**src/hw/rtl/scfp_pkg.sv**
```systemverilog
// ----------------------------------------------------------------------------
// scfp_pkg: shared types for the sum-checked frame parser
// Phase codes, result kinds, configuration register indexes and the
// result and configuration structures passed between the modules.
// ----------------------------------------------------------------------------
package scfp_pkg;

    localparam int unsigned ByteW = 8;

    // Parser phases. Unused codes behave as hunting.
    typedef enum logic [2:0] {
        PH_HUNT  = 3'd0,
        PH_ID    = 3'd1,
        PH_LEN   = 3'd2,
        PH_DATA  = 3'd3,
        PH_CHECK = 3'd4
    } phase_t;

    // Kind of a result transaction.
    typedef enum logic [1:0] {
        KIND_PAYLOAD = 2'd0,
        KIND_GOOD    = 2'd1,
        KIND_BAD     = 2'd2
    } kind_t;

    // Configuration register indexes.
    typedef enum logic [0:0] {
        REG_SYNC_VALUE   = 1'b0,
        REG_CHECK_ENABLE = 1'b1
    } cfg_reg_t;

    localparam logic [ByteW-1:0] SyncReset = 8'd254;

    typedef struct packed {
        logic [ByteW-1:0] sync_value;
        logic             check_enable;
    } cfg_t;

    typedef struct packed {
        kind_t            kind;
        logic [ByteW-1:0] frame_size;
        logic [ByteW-1:0] frame_tag;
        logic [ByteW-1:0] payload_position;
        logic [ByteW-1:0] payload_value;
    } result_t;

endpackage

```
**src/hw/rtl/scfp_parser.sv**
```systemverilog
// ----------------------------------------------------------------------------
// scfp_parser: per-byte frame state update
// Holds the parse phase, frame id, length, byte count and running sum, and
// forms at most one result for each accepted byte.
// ----------------------------------------------------------------------------
module scfp_parser (
    input  logic                           aclk,
    input  logic                           aresetn,
    input  logic                           step,
    input  logic [scfp_pkg::ByteW-1:0]     rx_byte,
    input  scfp_pkg::cfg_t                 cfg,
    output logic                           res_valid,
    output scfp_pkg::result_t              res
);

    scfp_pkg::phase_t            phase_reg, phase_next;
    logic [scfp_pkg::ByteW-1:0]  tag_reg, tag_next;
    logic [scfp_pkg::ByteW-1:0]  size_reg, size_next;
    logic [scfp_pkg::ByteW-1:0]  seen_reg, seen_next;
    logic [scfp_pkg::ByteW-1:0]  sum_reg, sum_next;
    logic [scfp_pkg::ByteW-1:0]  sum_add;
    logic [scfp_pkg::ByteW-1:0]  seen_inc;

    assign sum_add  = sum_reg + rx_byte;
    assign seen_inc = seen_reg + 8'd1;

    always_ff @(posedge aclk) begin
        if (!aresetn) begin
            phase_reg <= scfp_pkg::PH_HUNT;
            tag_reg   <= '0;
            size_reg  <= '0;
            seen_reg  <= '0;
            sum_reg   <= '0;
        end else if (step) begin
            phase_reg <= phase_next;
            tag_reg   <= tag_next;
            size_reg  <= size_next;
            seen_reg  <= seen_next;
            sum_reg   <= sum_next;
        end
    end

    always_comb begin
        phase_next = phase_reg;
        tag_next   = tag_reg;
        size_next  = size_reg;
        seen_next  = seen_reg;
        sum_next   = sum_reg;
        res_valid  = 1'b0;
        res.kind             = scfp_pkg::KIND_PAYLOAD;
        res.payload_value    = '0;
        res.payload_position = '0;
        res.frame_tag        = tag_reg;
        res.frame_size       = size_reg;

        unique case (phase_reg)
            scfp_pkg::PH_ID: begin
                tag_next   = rx_byte;
                sum_next   = sum_add;
                phase_next = scfp_pkg::PH_LEN;
            end
            scfp_pkg::PH_LEN: begin
                size_next  = rx_byte;
                seen_next  = '0;
                sum_next   = sum_add;
                phase_next = (rx_byte == '0) ? scfp_pkg::PH_CHECK : scfp_pkg::PH_DATA;
            end
            scfp_pkg::PH_DATA: begin
                res_valid            = step;
                res.payload_value    = rx_byte;
                res.payload_position = seen_reg;
                seen_next            = seen_inc;
                sum_next             = sum_add;
                if (seen_inc == size_reg) begin
                    phase_next = scfp_pkg::PH_CHECK;
                end
            end
            scfp_pkg::PH_CHECK: begin
                res_valid = step;
                res.kind  = (!cfg.check_enable || rx_byte == sum_reg) ?
                            scfp_pkg::KIND_GOOD : scfp_pkg::KIND_BAD;
                phase_next = scfp_pkg::PH_HUNT;
                tag_next   = '0;
                size_next  = '0;
                seen_next  = '0;
                sum_next   = '0;
            end
            default: begin
                // Hunting; unused codes fall back here as well.
                if (rx_byte == cfg.sync_value) begin
                    sum_next   = rx_byte;
                    phase_next = scfp_pkg::PH_ID;
                end else begin
                    phase_next = scfp_pkg::PH_HUNT;
                end
            end
        endcase
    end

`ifndef ASSERT_OFF
    // A verdict always returns the parser to hunting.
    a_check_to_hunt: assert property (@(posedge aclk) disable iff (!aresetn)
        (step && phase_reg == scfp_pkg::PH_CHECK) |=> phase_reg == scfp_pkg::PH_HUNT)
        else $error("parser did not return to hunting after a verdict");

    // While reading payload the count stays below the declared length.
    a_count_in_range: assert property (@(posedge aclk) disable iff (!aresetn)
        (phase_reg == scfp_pkg::PH_DATA) |-> (seen_reg < size_reg))
        else $error("payload count reached the frame length inside the data phase");

    // Results come only from payload or checksum bytes.
    a_result_phase: assert property (@(posedge aclk) disable iff (!aresetn)
        res_valid |-> (step && (phase_reg == scfp_pkg::PH_DATA ||
                                phase_reg == scfp_pkg::PH_CHECK)))
        else $error("result raised outside the data or checksum phase");
`endif

endmodule

```
**src/hw/rtl/scfp_out_buf.sv**
```systemverilog
// ----------------------------------------------------------------------------
// scfp_out_buf: result register with skid stage
// Holds the result transaction for the master side and catches one more
// result while the consumer stalls, so the input side can keep going.
// ----------------------------------------------------------------------------
module scfp_out_buf (
    input  logic               aclk,
    input  logic               aresetn,
    input  logic               in_valid,
    input  scfp_pkg::result_t  in_data,
    output logic               in_ready,
    output logic               out_valid,
    output scfp_pkg::result_t  out_data,
    input  logic               out_ready
);

    logic              main_valid_reg;
    scfp_pkg::result_t main_data_reg;
    logic              skid_valid_reg;
    scfp_pkg::result_t skid_data_reg;
    logic              main_free;

    assign in_ready  = !skid_valid_reg;
    assign out_valid = main_valid_reg;
    assign out_data  = main_data_reg;
    assign main_free = !main_valid_reg || out_ready;

    always_ff @(posedge aclk) begin
        if (!aresetn) begin
            main_valid_reg <= 1'b0;
            skid_valid_reg <= 1'b0;
        end else if (main_free) begin
            if (skid_valid_reg) begin
                main_valid_reg <= 1'b1;
                skid_valid_reg <= 1'b0;
            end else begin
                main_valid_reg <= in_valid;
            end
        end else if (in_valid) begin
            skid_valid_reg <= 1'b1;
        end
    end

    always_ff @(posedge aclk) begin
        if (main_free) begin
            if (skid_valid_reg) begin
                main_data_reg <= skid_data_reg;
            end else if (in_valid) begin
                main_data_reg <= in_data;
            end
        end else if (in_valid) begin
            skid_data_reg <= in_data;
        end
    end

`ifndef ASSERT_OFF
    // The skid stage is only ever filled behind a full main register.
    a_skid_behind_main: assert property (@(posedge aclk) disable iff (!aresetn)
        skid_valid_reg |-> main_valid_reg)
        else $error("skid stage holds data while the main register is empty");

    // No result arrives while the skid stage is occupied.
    a_no_overrun: assert property (@(posedge aclk) disable iff (!aresetn)
        in_valid |-> in_ready)
        else $error("result pushed while the buffer was full");

    // A stalled full buffer keeps the skid stage until the consumer takes data.
    a_skid_holds: assert property (@(posedge aclk) disable iff (!aresetn)
        (skid_valid_reg && !out_ready) |=> skid_valid_reg)
        else $error("skid entry lost during a stall");
`endif

endmodule

```
**src/hw/rtl/sum_checked_frame_parser.sv**
```systemverilog
// ----------------------------------------------------------------------------
// sum_checked_frame_parser: sync-byte framed packet parser, additive checksum
// Hunts for the sync byte, then reads id, length, payload and checksum.
// Payload bytes are forwarded as they arrive; the checksum byte yields a
// good or bad frame verdict.
// ----------------------------------------------------------------------------
// Output: a result is registered in the output buffer before it reaches m_tvalid.
// Throughput: one byte per cycle while s_tready is high; the frame state
// registers update on every accepted byte. A two-entry output buffer takes
// one more result transaction while the master side stalls, and s_tready
// falls once both entries are full.
// Reset: synchronous, active low; parser returns to hunting, registers take
// sync_value 254 and check_enable 1, output buffer empties.
// ----------------------------------------------------------------------------
module sum_checked_frame_parser (
    input  logic        aclk,
    input  logic        aresetn,

    // Received byte stream.
    input  logic        s_tvalid,
    output logic        s_tready,
    input  logic [7:0]  s_tdata,   // [7:0] rx_byte

    // Result stream.
    output logic        m_tvalid,
    input  logic        m_tready,
    output logic [31:0] m_tdata,   // [7:0] payload_value, [15:8] payload_position,
                                   // [23:16] frame_tag, [31:24] frame_size
    output logic [1:0]  m_tuser,   // [1:0] item_kind

    // Configuration write port.
    input  logic        cfg_we,
    input  logic [0:0]  cfg_index,
    input  logic [7:0]  cfg_wdata
);

    scfp_pkg::cfg_t    cfg_reg;
    logic              step;
    logic              res_valid;
    scfp_pkg::result_t res;
    scfp_pkg::result_t out_res;

    // Configuration registers. Writes take effect at once: the sync value
    // is only consulted while hunting, the check enable only on the
    // checksum byte.
    always_ff @(posedge aclk) begin
        if (!aresetn) begin
            cfg_reg.sync_value   <= scfp_pkg::SyncReset;
            cfg_reg.check_enable <= 1'b1;
        end else if (cfg_we) begin
            unique case (scfp_pkg::cfg_reg_t'(cfg_index))
                scfp_pkg::REG_SYNC_VALUE:   cfg_reg.sync_value   <= cfg_wdata;
                scfp_pkg::REG_CHECK_ENABLE: cfg_reg.check_enable <= cfg_wdata[0];
                default: ;
            endcase
        end
    end

    // A byte transaction advances the parser by exactly one step.
    assign step = s_tvalid && s_tready;

    // Frame state update and result formation; only payload and checksum
    // bytes produce a result.
    scfp_parser u_parser (
        .aclk      (aclk),
        .aresetn   (aresetn),
        .step      (step),
        .rx_byte   (s_tdata),
        .cfg       (cfg_reg),
        .res_valid (res_valid),
        .res       (res)
    );

    // Result register plus skid stage. Ready only depends on the skid
    // stage, so a byte that yields no result is also held back while the
    // buffer is full; this keeps the parser state in step with the output.
    scfp_out_buf u_out_buf (
        .aclk      (aclk),
        .aresetn   (aresetn),
        .in_valid  (res_valid),
        .in_data   (res),
        .in_ready  (s_tready),
        .out_valid (m_tvalid),
        .out_data  (out_res),
        .out_ready (m_tready)
    );

    assign m_tdata = {out_res.frame_size, out_res.frame_tag,
                      out_res.payload_position, out_res.payload_value};
    assign m_tuser = out_res.kind;

endmodule

```
**config.mk**
```make
export PLATFORM = sky130hd
export DESIGN_NAME = sum_checked_frame_parser
export DESIGN_NICKNAME = d
export VERILOG_FILES = /design/src/hw/rtl/scfp_pkg.sv /design/src/hw/rtl/scfp_parser.sv /design/src/hw/rtl/scfp_out_buf.sv /design/src/hw/rtl/sum_checked_frame_parser.sv
export SDC_FILE = /design/constraint.sdc
export NUM_CORES = 1
export LEC_CHECK = 0
export ABC_AREA = 0
export BUFFER_PORTS_ARGS = -buffer_cell sky130_fd_sc_hd__buf_2
export CAP_MARGIN = 20
export CORE_ASPECT_RATIO = 1.5
export CORE_MARGIN = 3
export CORE_UTILIZATION = 35
export CTS_CLUSTER_DIAMETER = 30
export DETAILED_ROUTE_END_ITERATION = 12
export PLACE_DENSITY_LB_ADDON = 0.2
export SYNTH_ARGS = -nofsm -noshare
export SYNTH_HDL_FRONTEND = slang
export SYNTH_SLANG_ARGS = --single-unit
```
**constraint.sdc**
```tcl
create_clock -name aclk -period 3.5 [get_ports aclk]
set_input_delay 0.525 -clock aclk [delete_from_list [all_inputs] [get_ports aclk]]
set_output_delay 0.525 -clock aclk [all_outputs]
set_load 0.02 [all_outputs]
```
Yosys cells after proc, flatten, opt, wreduce, memory -nomap -nowiden. Cells that the tools add are included.

Register bits: 114. Input port bits: 22. Output and inout bits: 36. Word-level logic and storage cells: 73.

Add/sub/neg operators: 2. Equality and inequality tests: 8. Multiplexer cells: 16. Bitwise operators: 3. Reduce and logical (&&, ||, !) cells: 25.

Operators by type and width (number): 2-to-1 mux 34 bit (2); case mux 8 bit (2 select lines) (4); == test 8 bit (3); AND reduction 2 bit (9); 2-to-1 mux 16 bit (1); case mux 3 bit (4 select lines) (1); adder 8 x 1 -> 8 bit (second input constant) (1); adder 8 bit (1); zero test 8 bit (1); 2-to-1 mux 8 bit (1); nonzero test 2 bit (4); == test 3 x 2 -> 1 bit (second input constant) (2); 2-to-1 mux 3 bit (2); OR reduction 2 bit (3); 2-to-1 mux 2 bit (2); == test 3 x 1 -> 1 bit (second input constant) (1); == test 3 bit (second input constant) (1); zero test 1 bit (3); 2-to-1 mux 1 bit (3); inverter 1 bit (3); nonzero test 3 bit (1); OR reduction 3 bit (1); logical OR 1 bit (2); inequality test 2 x 1 -> 1 bit (second input constant) (1); logical AND 1 bit (1).

Logic depth before layout (Yosys ltp).
Word-level depth: 6. Mapped depth: 9. Depth with buffers taken out: 8.

Hierarchy. Synthesis repeated with hierarchy kept, for this count alone.

Cell total of the unflattened synthesis: 461. Area total of the unflattened synthesis: 5605.4 sq um.

Modules (own cells, without submodules): scfp_out_buf (times used 1, cells each 115, area an instance 2682.6 sq um, sequential area each 2082.0 sq um); scfp_parser (times used 1, cells each 305, area an instance 2527.4 sq um, sequential area each 700.7 sq um); sum_checked_frame_parser (times used 1, cells each 41, area an instance 395.4 sq um, sequential area each 180.2 sq um).

Worst setup path after synthesis. Ideal clock, no wire load.

Kind: register to register. From: reg u_parser.phase_reg[0]. To: reg u_out_buf.main_data_reg, in the netlist u_out_buf.out_data[0], enable pin. Library setup time: 0.437 ns. Data arrival time: 2.891 ns. Required time: 3.063 ns. Setup slack: 0.172 ns. Cell stages (with the launch flop): 9. Path buffers: 3. Clock period less this slack: 3.328 ns. Cells stage by stage: dfxtp_1 -> buf_4 -> nor2_1 -> buf_2 -> nand2_1 -> buf_2 -> a21oi_1 -> nor2_1 -> a21oi_1.

Longest elaborated chain between the ends: 5. Elaborated cells between the ends (all ways): 6. Classes of those cells: eq/ne (2); mux (1); reduce/logical (3).

RTL lines: start, declared (RTL line scfp_parser.sv:16) `scfp_pkg::phase_t phase_reg, phase_next;`; start signal, assigned (RTL line scfp_parser.sv:29) `phase_reg <= scfp_pkg::PH_HUNT;`; start signal, assigned (RTL line scfp_parser.sv:35) `phase_reg <= phase_next;`; == test 3 x 2 -> 1 bit or == test 3 bit (tied branches) (RTL line scfp_parser.sv:56) `unique case (phase_reg)`; OR reduction 2 bit (no source line) (*); 2-to-1 mux 1 bit (*) (RTL line scfp_parser.sv:56); nonzero test 2 bit (no source line) (*); AND reduction 2 bit (no source line) (*); end signal, assigned (RTL line scfp_out_buf.sv:47) `main_data_reg <= skid_data_reg;`; end signal, assigned (RTL line scfp_out_buf.sv:49) `main_data_reg <= in_data;`; end, declared (RTL line scfp_out_buf.sv:18) `scfp_pkg::result_t main_data_reg;`.

Every way passes the cells marked *; elsewhere a longest branch is shown, timed or not. A chain may end at the register's enable or synchronous reset.

Final worst setup path.
From: reg u_out_buf.skid_valid_reg. To: reg u_out_buf.main_data_reg, in the netlist u_out_buf.out_data[25], enable pin.

Longest elaborated chain between the ends: 5.

RTL lines: start, declared (RTL line scfp_out_buf.sv:19) `logic skid_valid_reg;`; start signal, assigned (RTL line scfp_out_buf.sv:31) `skid_valid_reg <= 1'b0;`; start signal, assigned (RTL line scfp_out_buf.sv:35) `skid_valid_reg <= 1'b0;`; start signal, assigned (RTL line scfp_out_buf.sv:40) `skid_valid_reg <= 1'b1;`; zero test 1 bit (RTL line scfp_out_buf.sv:23) `assign in_ready = !skid_valid_reg;`; logical AND 1 bit (RTL line sum_checked_frame_parser.sv:60) `assign step = s_tvalid && s_tready;`; 2-to-1 mux 1 bit (RTL line scfp_parser.sv:56); nonzero test 2 bit (no source line) (*); AND reduction 2 bit (no source line) (*).

Marks and branches as above.

==> impl_metrics.tcl <==
set metrics [dict create \
    vdd_drop_max_mv 0.273 \
    clock_skew_ps 8.48 \
    power_per_cell_area_mw_per_mm2 534 \
    r2r_setup_slack_ps 1160 \
    critPathSlowestCell "buf_4" \
    synth_cell_type_count 60 \
    synth_top_area_cell "edfxtp_1" \
    areaGrowthSynthToFinish_pct 18.7 \
    ys_top_cells_by_area "edfxtp_1 (38%), dfxtp_1 (17%), mux2_2 (6.7%)" \
    hold_start "cfg_wdata[6]" \
    first_iter_violations 148 \
    design_power_total_mw 3.42 \
    synth-main-ff-cell "edfxtp_1" \
    seq_area_frac_synth_pct 54.9 \
    track_usage_pct 15.3 \
    p_leak_nw 2.52 \
    place_hpwl_um 8270 \
    grt_pass1_vias 3858 \
    fill_cells 1404 \
    cts_made_buffers 17 \
    critPathTopFamily "buffers and inverters" \
    post_cts.repair.setup_buffers 0 \
    path_buf_inv 3 \
    ctsHoldBuffers 0 \
    yosysTopAreaCellShare_pct 37.9 \
    synth_area_mm2 0.00539 \
    critPathMaxStageDelay_ps 420 \
    fin_crit_ps 2340 \
    drtAntennaViolNets 0 \
    die_area_mm2 0.0170 \
    hold_depth 3 \
    io_pins 58 \
    drv_cap 0 \
    crit_type "reg2reg" \
    hold_path.class "in2reg" \
    clock_path_buffers 2 \
    clock_sinks 114 \
    whs_ps 325 \
    critPathMaxFanout 34 \
    r2r-end "u_out_buf.out_data[25]" \
    clock_tree.root_cell "clkbuf_16" \
    r2r_start "u_out_buf.skid_valid_reg" \
    drive_gt1_share_pct 25.8 \
    layout_common_cells "edfxtp_1 (68), nand2_1 (66), buf_2 (57), dfxtp_1 (46), mux2_2 (32)" \
    min_to "cfg_reg[7]" \
    path_cells "buf_4, clkinv_2, nand2_1, a21oi_1, nor2_1, a21oi_4, buf_4" \
    status "finished clean" \
    nets 564 \
    crit_required_ps 3540 \
    clock_latency_ps 410 \
    gp_congestion 0.858 \
    diodes 0 \
    cp_data_arrival_time_ps 2380 \
    cts_tree "yes" \
    yosys_warnings 0 \
    netlist_instances 482 \
    syn-num-nets 513 \
    fp.dieW_um 107 \
    synth-async-reset-ratio_pct 0 \
    tightest_slew_ps 780 \
    start_util_pct 36.4 \
    fmax_mhz 428 \
    chipHeight_um 158 \
    cp-end-kind "flip-flop" \
    cp_common_cell "buf_4" \
    synth_edf_count 68 \
    ctsResizeCount 0 \
    fp.coreArea_mm2 0.0148 \
    io_buffers 57 \
    drt-total-wl_um 11900 \
    first_pass_iters 4 \
    rsz0062_at_grt "false" \
    drc 0 \
    finalCritPeriodShare_pct 66.8 \
    antenna_found_initial 0 \
    layout_commonest_cell "edfxtp_1" \
    post_drt_wl_per_cell_um 16.1 \
    setup_viol 0 \
    start_kind "flip-flop" \
    avgSynthCellArea_um2 11.2 \
    relSlewSlack_pct 48.0 \
    grt_pass1_wl_um 19900 \
    grt_max_degree 48 \
    drv_slew 0 \
    setup_tns_ps 0 \
    r2r_cells 7 \
    num_vias 3677 \
    grt_remaining_overflow 0 \
    critPathLaunch "u_out_buf.skid_valid_reg" \
    finalHoldViolCount 0 \
    via_per_inst 4.96 \
    yosys_register_bits 114 \
    num_rows 54 \
    fin_util_pct 43.3 \
    cts_max_level 4 \
    clk_transition_reported_paths_ps 50 \
]
kinds of logic after synthesis:
logic type      count (synthesis)  share of synthesized area [%]
simple gates                  170                           16.5
flops                         114                           54.9
compound gates                 87                           10.7
buf+inv                        38                           3.46
mux                            35                           7.33
xor+xnor                       29                           4.85
fa+ha+maj                       9                           2.23
synthesized netlist by cell type, drive strengths merged (4+ instances only):
cell type and instances:
nor2 14, and2 28, ha 8, nand2 66, nand3 24, edfxtp 68
buf 17, inv 6, a21oi 23, mux2 33, nor4 5, nor3 4
o31ai 7, clkbuf 14, dfxtp 46, a31oi 6, nor2b 7, o21ai 24
xor2 14, xnor2 15, a21boi 13
power breakdown:
group / switching [mW] / leakage [nW] / total [mW] / internal, mW
Combinational: 0.154 / 1.19 / 0.260 / 0.106
Clock: 0.578 / 0.278 / 1.69 / 1.11
Sequential: 0.0261 / 1.06 / 1.47 / 1.44
per-layer routing:
metal  GRT usage (%)  share of wire, %
met1            17.1                41
met2            27.6                54
met3            4.41               4.0
met4            5.11               1.1
met5               0                 0
worst min-delay path: cells and delay by family:
| family | cells | cell delay, ps |
|---|---|---|
| simple gates | 2 | 100 |
| buf+inv | 1 | 70 |
how the worst max path moves through the flow:
| stage | to | slack (ps) | depth (start not counted) |
|---|---|---|---|
| after floorplan | u_out_buf.out_data[0] | 170 | 8 |
| after global placement | u_parser.sum_reg[7] | 1060 | 8 |
| after detailed placement | u_parser.sum_reg[7] | 1030 | 8 |
| after CTS | u_out_buf.out_data[25] | 1100 | 7 |
| after global routing | u_out_buf.out_data[7] | 900 | 7 |
| final | u_out_buf.out_data[25] | 1160 | 7 |
metrics by stage:
step                      instances  worst slack, ps  instance area (µm²)
after detailed placement        710             1030                 5820
after CTS                       742             1100                 6400
after global routing            742              896                 6400
after floorplan                 482              172                 5390
final                           742             1160                 6400
after global placement          710             1060                 5820
layout make-up:
type                       instances  area [µm²]  area share [%]
tap                              196         245            3.83
multi-input combinational        330        2260            35.3
clock buffer                      21         440            6.88
sequential                       114        2960            46.3
timing repair buffer              63         330            5.16
inverter                           7        27.5           0.430
clock inverter                    11         138            2.15
(Power assumes the default switching activity.)
